[src/sv/frb_pkg.sv]
// ----------------------------------------------------------------------------
// Feathered rectangle blend package
// Shared widths, register indexes, blend modes and the structures that pass
// between the classification, ratio and blend stages.
// ----------------------------------------------------------------------------
package frb_pkg;

  localparam int unsigned DATA_W    = 32;
  localparam int unsigned FRAC_W    = 16;
  localparam int unsigned DIST_W    = DATA_W + 1;
  localparam int unsigned RATIO_W   = FRAC_W + 1;
  localparam int unsigned REG_IDX_W = 3;

  localparam logic [RATIO_W-1:0] ONE_Q = {1'b1, {FRAC_W{1'b0}}};

  typedef enum logic [REG_IDX_W-1:0] {
    REG_OUTER_X_LOW  = 3'd0,
    REG_INNER_X_LOW  = 3'd1,
    REG_INNER_X_HIGH = 3'd2,
    REG_OUTER_X_HIGH = 3'd3,
    REG_OUTER_Y_LOW  = 3'd4,
    REG_INNER_Y_LOW  = 3'd5,
    REG_INNER_Y_HIGH = 3'd6,
    REG_OUTER_Y_HIGH = 3'd7
  } reg_idx_t;

  typedef enum logic [2:0] {
    MODE_MAIN,
    MODE_ADDED,
    MODE_X,
    MODE_Y,
    MODE_CORNER
  } mode_t;

  typedef struct packed {
    logic signed [DATA_W-1:0] outer_x_low;
    logic signed [DATA_W-1:0] inner_x_low;
    logic signed [DATA_W-1:0] inner_x_high;
    logic signed [DATA_W-1:0] outer_x_high;
    logic signed [DATA_W-1:0] outer_y_low;
    logic signed [DATA_W-1:0] inner_y_low;
    logic signed [DATA_W-1:0] inner_y_high;
    logic signed [DATA_W-1:0] outer_y_high;
  } bounds_t;

  typedef struct packed {
    mode_t                    mode;
    logic signed [DATA_W-1:0] main_value;
    logic signed [DATA_W-1:0] added_value;
    logic signed [DIST_W-1:0] diff;
  } side_t;

  typedef struct packed {
    logic [DIST_W-1:0] an;
    logic [DIST_W-1:0] ad;
    logic              one;
    logic              zero;
  } dist_t;

endpackage

[src/sv/frb_blend.sv]
// ----------------------------------------------------------------------------
// Feathered rectangle blend mixing stages
// Picks the ratio for the zone, forms alpha, multiplies it into the source
// difference and adds the rounded product back as a saturated Q16.16 value.
// ----------------------------------------------------------------------------
module frb_blend (
  input  logic                              clk,
  input  logic                              rst,
  input  logic                              in_valid,
  input  logic [frb_pkg::RATIO_W-1:0]       ratio_x,
  input  logic [frb_pkg::RATIO_W-1:0]       ratio_y,
  input  frb_pkg::side_t                    side,
  output logic                              out_valid,
  output logic signed [frb_pkg::DATA_W-1:0] blended_value
);
  import frb_pkg::*;

  localparam int unsigned PROD_W = RATIO_W + 1 + DIST_W;
  localparam int unsigned SUM_W  = PROD_W - FRAC_W;
  localparam logic signed [PROD_W-1:0] HALF = PROD_W'(1) <<< (FRAC_W - 1);
  localparam logic signed [DATA_W-1:0] MAX_VAL = {1'b0, {(DATA_W-1){1'b1}}};
  localparam logic signed [DATA_W-1:0] MIN_VAL = {1'b1, {(DATA_W-1){1'b0}}};

  logic                     v1;
  logic                     v2;
  logic [RATIO_W-1:0]       r_sel;
  logic [RATIO_W-1:0]       alpha1;
  side_t                    side1;
  side_t                    side2;
  logic signed [PROD_W-1:0] prod2;
  logic signed [PROD_W-1:0] rounded;
  logic signed [SUM_W-1:0]  sum;
  logic signed [DATA_W-1:0] mixed;
  logic signed [DATA_W-1:0] result_next;

  always_comb begin
    case (side.mode) inside
      MODE_X:              r_sel = ratio_x;
      MODE_Y:              r_sel = ratio_y;
      MODE_CORNER:         r_sel = (ratio_y > ratio_x) ? ratio_y : ratio_x;
      MODE_MAIN, MODE_ADDED: r_sel = '0;
      default:             r_sel = '0;
    endcase
  end

  always_comb begin
    rounded = prod2 + HALF;
    sum     = SUM_W'(side2.main_value) + $signed(rounded[PROD_W-1:FRAC_W]);
    if (sum[SUM_W-1:DATA_W-1] == '0 || sum[SUM_W-1:DATA_W-1] == '1) begin
      mixed = sum[DATA_W-1:0];
    end else if (sum[SUM_W-1]) begin
      mixed = MIN_VAL;
    end else begin
      mixed = MAX_VAL;
    end
    case (side2.mode) inside
      MODE_MAIN:                  result_next = side2.main_value;
      MODE_ADDED:                 result_next = side2.added_value;
      MODE_X, MODE_Y, MODE_CORNER: result_next = mixed;
      default:                    result_next = side2.main_value;
    endcase
  end

  always_ff @(posedge clk) begin
    if (rst) begin
      v1        <= 1'b0;
      v2        <= 1'b0;
      out_valid <= 1'b0;
    end else begin
      v1        <= in_valid;
      v2        <= v1;
      out_valid <= v2;
    end

    alpha1        <= ONE_Q - r_sel;
    side1         <= side;
    prod2         <= $signed({1'b0, alpha1}) * side1.diff;
    side2         <= side1;
    blended_value <= result_next;
  end

endmodule

[config.mk]
export PLATFORM = sky130hd
export DESIGN_NAME = frb_blend
export DESIGN_NICKNAME = d
export VERILOG_FILES = /design/src/sv/frb_pkg.sv /design/src/sv/frb_blend.sv
export SDC_FILE = /design/constraint.sdc
export NUM_CORES = 2
export LEC_CHECK = 0
export ABC_AREA = 1
export BUFFER_PORTS_ARGS = -buffer_cell sky130_fd_sc_hd__buf_2
export CAP_MARGIN = 10
export CORE_ASPECT_RATIO = 0.75
export CORE_MARGIN = 5
export CORE_UTILIZATION = 45
export CTS_CLUSTER_SIZE = 25
export DETAILED_ROUTE_END_ITERATION = 6
export HOLD_SLACK_MARGIN = 0.15
export RECOVER_POWER = 100
export SYNTH_ARGS = -nofsm -noshare
export SYNTH_HDL_FRONTEND = slang
export SYNTH_SLANG_ARGS = --single-unit
[constraint.sdc]
create_clock -name clk -period 17.3 [get_ports clk]
set_input_delay 0.865 -clock clk [delete_from_list [all_inputs] [get_ports clk]]
set_output_delay 0.865 -clock clk [all_outputs]
set_load 0.02 [all_outputs]
==> summary.txt <==
outcome: finished, violations left
failing checks: max-capacitance violations, max-slew violations
share of cells above drive strength 1: 6.05%
Avg Cell Area, Syn: 7.82 um2
Final GP Congestion: 0.938
DR vias/cell: 4.86
HP Class: register to register
CTS max path bufs: 3
Rel. slew slack: -10.9%
ANT cells: 0
Core Box Area: 68100 um2
worst-skew pair later-pin latency: 0.59 ns
Initial Util: 45.2%
crit end category: register
Worst Path Max Fanout: 33
Overflow after GRT: 0
Crit path required time: 17.81 ns
postcts setup bufs: 0
Sink Count: 255
CP arrival: 7.43 ns
H-tree depth: 1
Area growth, synth to finish: 7.56%
first-pass iteration count of the detailed router: 5
wire length per cell: 16.2 um
number of global-route vias before repair: 24746
layout filler cell count: 6783
post-synth top area share: 34.8%
Slew Limit Fails: 34
first-pass GRT wire length: 131000 um
die height: 237 um
post-detailed-route count of antenna-violating nets: 0
Max Cap Violations: 1
hold buffers post-CTS: 0
# IOs: 170
Final Hold Viols: 0
CTS root buf: clkbuf_16
synthesized area: 30800 um2
CTS tree: built
largest net degree at the start of global routing: 35
CP Class: register to register
synth warn: 0
Post-DP HPWL: 64500 um
clk slew on worst S/H paths: 0.07 ns
Die Wd: 312 um
Worst-Margin Slew: 1.66 ns
Final Setup Violations: 0
Iter 0 DRT Violations: 1782
Post-Syn Nets: 4777
cell accounting for the most synthesized area: fa_1
post-synthesis register bit count: 255
Period minus WS final: 6.92 ns
Synth area leaders: fa_1, dfxtp_1, inv_1
setup TNS: 0 ns
Rows: 83
Max Clk Rate: 0.145 GHz
drt drc: 0
Seq/Total Area, Yosys: 16.6%
Global Route Usage Sum: 22.0%
Netlist cell types: 51
TritonCTS Buffers: 28
Post-CTS Resized: 0
Worst setup SP type: register
WL final: 79500 um
Final #Nets: 4839
initial antenna violation count: 0
skew final: 0.0214 ns
Buffers on Ports: 169
final cycle utilization of the critical path: 40.0%
post-synthesis cell count: 3935
Via Count: 23858
RSZ-0062 raised after global routing: no
die area: 73800 um2
==> final cells by class <==
class	count	area [um2]	area share (%)
Sequential cell	255	5110	15.4
Multi-Input combinational cell	2436	20900	63.1
Timing Repair Buffer	182	892	2.69
Clock buffer	32	736	2.22
Inverter	1094	4110	12.4
Clock inverter	20	263	0.793
Tap cell	892	1120	3.37
==> logic make-up after synthesis <==
kind of cell	Yosys count	synth area share, %
AO/OA/AOI/OAI	296	5.48
XOR/XNOR	109	3.10
adder cells (fa/ha/maj)	705	41.7
buffers and inverters	1244	15.3
flip-flops	255	16.6
AND/OR/NAND/NOR	1326	17.8
==> worst paths after layout <==
| kind | from | endpoint | slack (ns) | cells past startpoint |
|---|---|---|---|---|
| setup / recovery | alpha1[5] | prod2[46] | 10.38 | 19 |
| hold / removal | side1[91] | side2[91] | 0.32 | 0 |
| hold reg to reg | side1[91] | side2[91] | 0.32 | 0 |
| setup reg to reg | alpha1[5] | prod2[46] | 10.38 | 19 |
==> worst max-delay path, stage by stage, from the launching register on <==
cell and delay [ns]:
dfxtp_1 1.43, nand2_1 0.10, inv_1 0.13, fa_1 0.57
fa_1 0.59, fa_1 0.46, fa_1 0.52, fa_1 0.50
inv_1 0.06, fa_1 0.49, inv_1 0.07, ha_1 0.36
a21oi_1 0.24, inv_1 0.07, a31oi_1 0.34, o21ai_0 0.17
a31oi_1 0.17, nand3_1 0.20, a21oi_1 0.21, xnor2_1 0.14
==> registers in the layout, indices dropped and copies added (netlist names) <==
signal and count:
v1 1, alpha1 17, v2 1, side1 100, prod2 36, out_valid 1, side2 67, blended_value 32
==> routing by layer <==
| metal | part of all wire (%) | vias up | GRT usage, % |
|---|---|---|---|
| met1 | 47 | 11641 | 32.1 |
| met5 | 0 | - | 0 |
| met2 | 45 | 647 | 35.0 |
| met3 | 6.4 | 85 | 3.23 |
| met4 | 2.2 | 0 | 4.82 |
| li1 | - | 11485 | - |
==> cell usage in the layout, fill, tap and decap left out, types with 13 or more instances in the layout <==
cell,Yosys,routed
nor2_1,161,162
fa_1,535,535
dfxtp_1,255,248
nand3b_1,15,15
a21oi_1,123,123
buf_2,0,128
o21ai_0,89,109
nand2_1,962,966
xor2_1,65,65
nand3_1,100,100
nor3_1,21,20
clkbuf_16,0,28
inv_1,1084,1084
ha_1,170,170
xnor2_1,44,44
a31oi_1,15,15
clkbuf_1,142,43
buf_4,3,13
nand4_1,17,17
==> cells in the mapped netlist (all sizes together) <==
cell    number
dfxtp      255
nand2      975
a21o         8
a21oi      123
o211ai       3
a221oi       2
xor2        65
o21ai      116
buf          8
a31oi       15
o21a         8
o311ai       1
inv       1092
or2          4
nand3      105
xnor2       44
nor2       168
o31ai        2
ha         170
nor3        27
o221ai       1
nand3b      15
and2         1
fa         535
o22ai        2
a211oi       1
o221a        1
o21bai       9
nand4       19
and3         4
nor4         7
clkbuf     142
clkinv       2
nor3b        1
a21boi       4
==> stage by stage <==
stage | area, um2 | setup slack, ns | utilization [%] | hold slack [ns] | instances
after floorplan | 30800 | 11.69 | - | 0.310 | 3935
after global placement | 32300 | 10.74 | 47.4 | 0.310 | 4859
after detailed placement | 32300 | 10.72 | 47.4 | 0.312 | 4859
after CTS | 33300 | 10.68 | 48.8 | 0.325 | 4911
after global routing | 33100 | 9.94 | 48.6 | 0.330 | 4911
final | 33100 | 10.38 | 48.6 | 0.323 | 4911
Power is not shown: default switching activity piles up to over one toggle a cycle in this logic, so the estimate is an artifact.
