**src/sv/frb_pkg.sv**
```systemverilog
// ----------------------------------------------------------------------------
// Feathered rectangle blend package
// Shared widths, register indexes, blend modes and the structures that pass
// between the classification, ratio and blend stages.
// ----------------------------------------------------------------------------
package frb_pkg;

  localparam int unsigned DATA_W    = 32;
  localparam int unsigned FRAC_W    = 16;
  localparam int unsigned DIST_W    = DATA_W + 1;
  localparam int unsigned RATIO_W   = FRAC_W + 1;
  localparam int unsigned REG_IDX_W = 3;

  localparam logic [RATIO_W-1:0] ONE_Q = {1'b1, {FRAC_W{1'b0}}};

  typedef enum logic [REG_IDX_W-1:0] {
    REG_OUTER_X_LOW  = 3'd0,
    REG_INNER_X_LOW  = 3'd1,
    REG_INNER_X_HIGH = 3'd2,
    REG_OUTER_X_HIGH = 3'd3,
    REG_OUTER_Y_LOW  = 3'd4,
    REG_INNER_Y_LOW  = 3'd5,
    REG_INNER_Y_HIGH = 3'd6,
    REG_OUTER_Y_HIGH = 3'd7
  } reg_idx_t;

  typedef enum logic [2:0] {
    MODE_MAIN,
    MODE_ADDED,
    MODE_X,
    MODE_Y,
    MODE_CORNER
  } mode_t;

  typedef struct packed {
    logic signed [DATA_W-1:0] outer_x_low;
    logic signed [DATA_W-1:0] inner_x_low;
    logic signed [DATA_W-1:0] inner_x_high;
    logic signed [DATA_W-1:0] outer_x_high;
    logic signed [DATA_W-1:0] outer_y_low;
    logic signed [DATA_W-1:0] inner_y_low;
    logic signed [DATA_W-1:0] inner_y_high;
    logic signed [DATA_W-1:0] outer_y_high;
  } bounds_t;

  typedef struct packed {
    mode_t                    mode;
    logic signed [DATA_W-1:0] main_value;
    logic signed [DATA_W-1:0] added_value;
    logic signed [DIST_W-1:0] diff;
  } side_t;

  typedef struct packed {
    logic [DIST_W-1:0] an;
    logic [DIST_W-1:0] ad;
    logic              one;
    logic              zero;
  } dist_t;

endpackage

```
**src/sv/frb_zone.sv**
```systemverilog
// ----------------------------------------------------------------------------
// Feathered rectangle blend zone stages
// Classifies the point against both rectangles, forms the band distances and
// reduces them to magnitudes with their special cases, over three stages.
// ----------------------------------------------------------------------------
module frb_zone (
  input  logic                             clk,
  input  logic                             rst,
  input  frb_pkg::bounds_t                 bounds,
  input  logic                             in_valid,
  input  logic signed [frb_pkg::DATA_W-1:0] coord_x,
  input  logic signed [frb_pkg::DATA_W-1:0] coord_y,
  input  logic signed [frb_pkg::DATA_W-1:0] main_value,
  input  logic signed [frb_pkg::DATA_W-1:0] added_value,
  output logic                             out_valid,
  output frb_pkg::dist_t                   x_dist,
  output frb_pkg::dist_t                   y_dist,
  output frb_pkg::side_t                   side
);
  import frb_pkg::*;

  logic                     v1;
  logic                     v2;
  logic signed [DATA_W-1:0] x1;
  logic signed [DATA_W-1:0] y1;
  logic signed [DATA_W-1:0] m1;
  logic signed [DATA_W-1:0] a1;
  logic                     hi_x1;
  logic                     hi_y1;
  mode_t                    mode1;
  mode_t                    mode_next;
  logic                     outside;
  logic                     in_x;
  logic                     in_y;
  logic signed [DIST_W-1:0] num_x2;
  logic signed [DIST_W-1:0] den_x2;
  logic signed [DIST_W-1:0] num_y2;
  logic signed [DIST_W-1:0] den_y2;
  side_t                    side2;

  function automatic dist_t make_dist(input logic signed [DIST_W-1:0] num,
                                      input logic signed [DIST_W-1:0] den);
    dist_t d;
    d.one  = (den == '0);
    d.zero = !d.one && ((num == '0) || (num[DIST_W-1] != den[DIST_W-1]));
    d.an   = num[DIST_W-1] ? DIST_W'(-num) : num;
    d.ad   = den[DIST_W-1] ? DIST_W'(-den) : den;
    return d;
  endfunction

  always_comb begin
    outside = (coord_x < bounds.outer_x_low) || (coord_x > bounds.outer_x_high) ||
              (coord_y < bounds.outer_y_low) || (coord_y > bounds.outer_y_high);
    in_x    = (coord_x >= bounds.inner_x_low) && (coord_x <= bounds.inner_x_high);
    in_y    = (coord_y >= bounds.inner_y_low) && (coord_y <= bounds.inner_y_high);
    if (outside) begin
      mode_next = MODE_MAIN;
    end else if (in_x && in_y) begin
      mode_next = MODE_ADDED;
    end else if (in_x) begin
      mode_next = MODE_Y;
    end else if (in_y) begin
      mode_next = MODE_X;
    end else begin
      mode_next = MODE_CORNER;
    end
  end

  always_ff @(posedge clk) begin
    if (rst) begin
      v1        <= 1'b0;
      v2        <= 1'b0;
      out_valid <= 1'b0;
    end else begin
      v1        <= in_valid;
      v2        <= v1;
      out_valid <= v2;
    end

    x1    <= coord_x;
    y1    <= coord_y;
    m1    <= main_value;
    a1    <= added_value;
    mode1 <= mode_next;
    hi_x1 <= coord_x > bounds.inner_x_high;
    hi_y1 <= coord_y > bounds.inner_y_high;

    num_x2 <= hi_x1 ? DIST_W'(x1) - DIST_W'(bounds.inner_x_high)
                    : DIST_W'(bounds.inner_x_low) - DIST_W'(x1);
    den_x2 <= hi_x1 ? DIST_W'(bounds.outer_x_high) - DIST_W'(bounds.inner_x_high)
                    : DIST_W'(bounds.inner_x_low) - DIST_W'(bounds.outer_x_low);
    num_y2 <= hi_y1 ? DIST_W'(y1) - DIST_W'(bounds.inner_y_high)
                    : DIST_W'(bounds.inner_y_low) - DIST_W'(y1);
    den_y2 <= hi_y1 ? DIST_W'(bounds.outer_y_high) - DIST_W'(bounds.inner_y_high)
                    : DIST_W'(bounds.inner_y_low) - DIST_W'(bounds.outer_y_low);
    side2.mode        <= mode1;
    side2.main_value  <= m1;
    side2.added_value <= a1;
    side2.diff        <= DIST_W'(a1) - DIST_W'(m1);

    x_dist <= make_dist(num_x2, den_x2);
    y_dist <= make_dist(num_y2, den_y2);
    side   <= side2;
  end

endmodule

```
**config.mk**
```make
export PLATFORM = sky130hd
export DESIGN_NAME = frb_zone
export DESIGN_NICKNAME = d
export VERILOG_FILES = /design/src/sv/frb_pkg.sv /design/src/sv/frb_zone.sv
export SDC_FILE = /design/constraint.sdc
export NUM_CORES = 2
export LEC_CHECK = 0
export ABC_CLOCK_PERIOD_IN_PS = 4000
export BUFFER_PORTS_ARGS = -buffer_cell sky130_fd_sc_hd__buf_4
export CAP_MARGIN = 20
export CORE_UTILIZATION = 40
export CTS_BUF_LIST = sky130_fd_sc_hd__clkbuf_4 sky130_fd_sc_hd__clkbuf_8
export DETAILED_ROUTE_END_ITERATION = 8
export PLACE_DENSITY = 0.65
export SETUP_SLACK_MARGIN = 0.2
export SLEW_MARGIN = 20
export SYNTH_ARGS = -nofsm -noshare
export SYNTH_HDL_FRONTEND = slang
export SYNTH_SLANG_ARGS = --single-unit
export TNS_END_PERCENT = 1
```
**constraint.sdc**
```tcl
create_clock -name clk -period 4 [get_ports clk]
set_input_delay 0.2 -clock clk [delete_from_list [all_inputs] [get_ports clk]]
set_output_delay 0.2 -clock clk [all_outputs]
set_load 0.005 [all_outputs]
```
==> results.md <==
- Outcome: finished clean
- Setup TNS: 0 ns
- Post-Route WL: roughly 130000 µm
- Yosys warns: 0
- Maximum clock path buffer count: 3
- Cell internal pwr: 14.7 mW
- Crit end category: register
- Avg WL per Cell: roughly 20 µm
- Chip height: 304 µm
- Initial drt markers: 2074
- Hold_sp: bounds[156]
- CTS tree: done
- Synth Cell Area: between 30000 and 40000 µm²
- Cell Pwr Density: ~470 nW/µm²
- GP Congestion: between 0.9 and 1
- Slew Limit Fails: 0
- EDFF count, synth: 0
- Vias: 33400
- Max-cap violations: 0
- Most frequent cells in the layout: 659 x buf_4, 602 x dfxtp_1, 550 x ha_1
- Min Tclk post-route: 3.75 ns
- Clock power share: between 20% and 30%
- CP cell instances: dlygate4sd3_1, buf_4, ha_1, fa_1, nor2b_1, o2111ai_1, a31oi_1, a221o_1, a21oi_1, a31oi_2, a41o_1, o41a_1, a2111o_1, dlygate4sd3_1, a31oi_1
- Layout cells sized above 1: about 18%
- NetSw: approximately 7.3 mW
- Vias in the first global route: around 33000
- H-Tree Depth: 3
- Synth area leader: dfxtp_1
- WP data required: roughly 4.7 ns
- Crit share post-route: a little over nine tenths
- Synth top area cells: dfxtp_1 33%, ha_1 19%, xnor2_1 6.2%
- RR Startpoint: a1[0]
- Slowest-stage cell, CP: dlygate4sd3_1
- GRT overflow: 0
- Worst Tran Pin Value: 0.821 ns
- Leakage power: 23.1 nW
- Num CTS Buffers: about 100
- Post-synthesis instance total: around 4100
- Commonest non-fill, non-tap cell in the layout: buf_4
- Core area: about 90000 µm²
- Die W: just over 300 µm
- Hold path depth: 4
- Root buffer cell: clkbuf_8
- Register area share after synthesis: 33.1%
- Unique masters post-synth: 74
- Worst hold endpoint: den_x2[28]
- Largest net degree at the start of global routing: a little over 80
- Total Power: between 20 and 25 mW
- ANT nets after route: 0
- Crit-path max cell delay: roughly 0.56 ns
- DP Worst Slack: ~0.46 ns
- Ports: around 620
- Reg-to-reg endpoint: side2[32]
- 1st-pass router iterations: 8
- Worst vdd rail ir drop: 0.000281 V
- CP max FO: 4
- First-pass GRT wire length: around 190000 µm
- Sw Ratio: between 30% and 40%
- Clock Skew: around 0.056 ns
- Comb power frac: 32.2%
- Share of power burned in registers: between 30% and 40%
- Area share of the largest cell type after synthesis: between 30% and 40%
- Worst endpoint data arrival time: 4.43 ns
- Seq cells post-synth: between 600 and 700
- Worst-path clk slew: roughly 0.07 ns
- Worst min path class: in2reg
- Setup ws final: 0.252 ns
- Remaining DRCs: 0
- Number of setup buffers added after CTS: 0
- Setup violations, final: 0
- Relative slew slack: 44.7%
- NumNets Final: ~5900
- Reg2Reg Depth: 13
- Hold Vio Cnt, Final: 0
- R2r setup slk: between 0.4 and 0.5 ns
- Site Rows: 110
- Async set-or-reset flop fraction in the synthesized netlist: 0%
- Fmax: 0.267 GHz
- CP Class: in2reg
- Antenna violations before repair: 10
- CP bufs+invs: 3
- Vias/cell: about 5.3
- Most used DFF post-synth: dfxtp_1
- Skew-Pair Late Insertion Delay: 0.75 ns
- Mapped Nets: 5055
- DIE AREA: between 90000 and 100000 µm²
- PortBufs: 623
- Clk sink count: slightly above 600
- Syn-to-layout area delta: 29.0%
- Startpoint Class: input port
- Post-DP HPWL: 104000 µm
- CP top delay family: compound AO/OA/AOI/OAI gates
- Mean Syn Cell Area: ~8.9 µm²
- Initial Utilization: approximately 40%
- Total GRT Usage: 26.3%
- RSZ-0062 raised after global routing: yes
-- per-stage QoR --
| step | util, % | cells | area [µm²] | hold slack, ns |
|---|---|---|---|---|
| 2_1_floorplan | - | 4109 | 36500 | 0.228 |
| 3_3_place_gp | 47.3 | 5883 | 42700 | 0.305 |
| 3_5_place_dp | 47.3 | 5883 | 42700 | 0.306 |
| 4_1_cts | 52.2 | 6264 | 47100 | 0.000190 |
| 5_1_grt | 52.2 | 6272 | 47100 | 0.0464 |
| 6_report | 52.2 | 6272 | 47100 | 0.0669 |
-- tightest hold or removal path, cell delays in order --
cell	delay, ns
buf_4	0.09
ha_1	0.21
xnor2_1	0.14
mux2_2	0.14
-- cell usage after synthesis (all sizes together) (20+ instances only) --
cell and instances:
a211oi 29, a21o 213, a21oi 305, a31oi 35, and2 20, and3 34, clkbuf 56, dfxtp 604
ha 550, inv 427, mux2i 22, nand2 213, nand2b 72, nand3 65, nand4 77, nor2 202
nor2b 48, nor3 71, o211ai 31, o21a 61, o21ai 236, o21bai 31, o31ai 50, or2 27
or3 44, or4 21, xnor2 258, xor2 86
-- registers in the layout, indices dropped and copies added, names as in the netlist --
name / cells
den_y2: 33
v1: 1
mode1: 3
a1: 32
den_x2: 33
x_dist: 68
x1: 32
y1: 32
num_x2: 33
side2: 100
out_valid: 1
side: 100
v2: 1
num_y2: 33
hi_y1: 1
hi_x1: 1
m1: 32
y_dist: 68
-- routing by layer --
| metal | wire length, µm | GRT usage, % | up-vias |
|---|---|---|---|
| met4 | 4990 | 11.3 | 2 |
| met5 | 13 | 0 | - |
| met1 | 52500 | 32.1 | 15500 |
| met3 | 7660 | 3.80 | 218 |
| met2 | 59900 | 45.7 | 1172 |
| li1 | - | - | 16500 |
-- layout make-up --
cell class	count	area, µm²
clock buffers	156	1970
repair buffers	850	6870
diodes	8	20.0
clock inverters	35	490
multi-input cells	3014	22600
inverters	429	1610
flip-flops and latches	604	12100
fillers	8412	43200
well taps	1176	1470
-- timing repair --
action                                 4_1_cts  5_1_grt
resized for setup                            0        1
setup endpoints to repair                    0        3
endpoints found under the hold margin      181        0
hold buffers                               190        0
-- power groups by stage --
stage	registers [mW]	clock network, mW	logic (mW)
after floorplan	8.29	0	3.79
after global placement	8.55	0	6.81
after detailed placement	8.56	0	6.84
after CTS	8.45	6.57	7.06
after global routing	8.59	6.85	7.75
final	8.46	6.41	7.07
-- worst max-delay path by stage --
stage / from / endpoint / cells past startpoint
after CTS: bounds[160] / den_x2[32] / 15
after detailed placement: bounds[160] / den_x2[26] / 13
after global placement: a1[0] / side2[32] / 13
after global routing: bounds[160] / den_x2[32] / 15
after floorplan: den_y2[8] / y_dist[34] / 10
final: bounds[160] / den_x2[32] / 15
-- cells by family after synthesis --
| family | after synthesis | synth area share, % |
|---|---|---|
| adder cells (fa/ha/maj) | 559 | 19.3 |
| AND/OR/NAND/NOR | 939 | 13.2 |
| XOR/XNOR | 344 | 8.25 |
| AO/OA/AOI/OAI | 1147 | 20.4 |
| buffers and inverters | 491 | 5.05 |
| flip-flops | 604 | 33.1 |
| multiplexers | 25 | 0.695 |
Note: power is estimated with default switching activity, not from simulation.
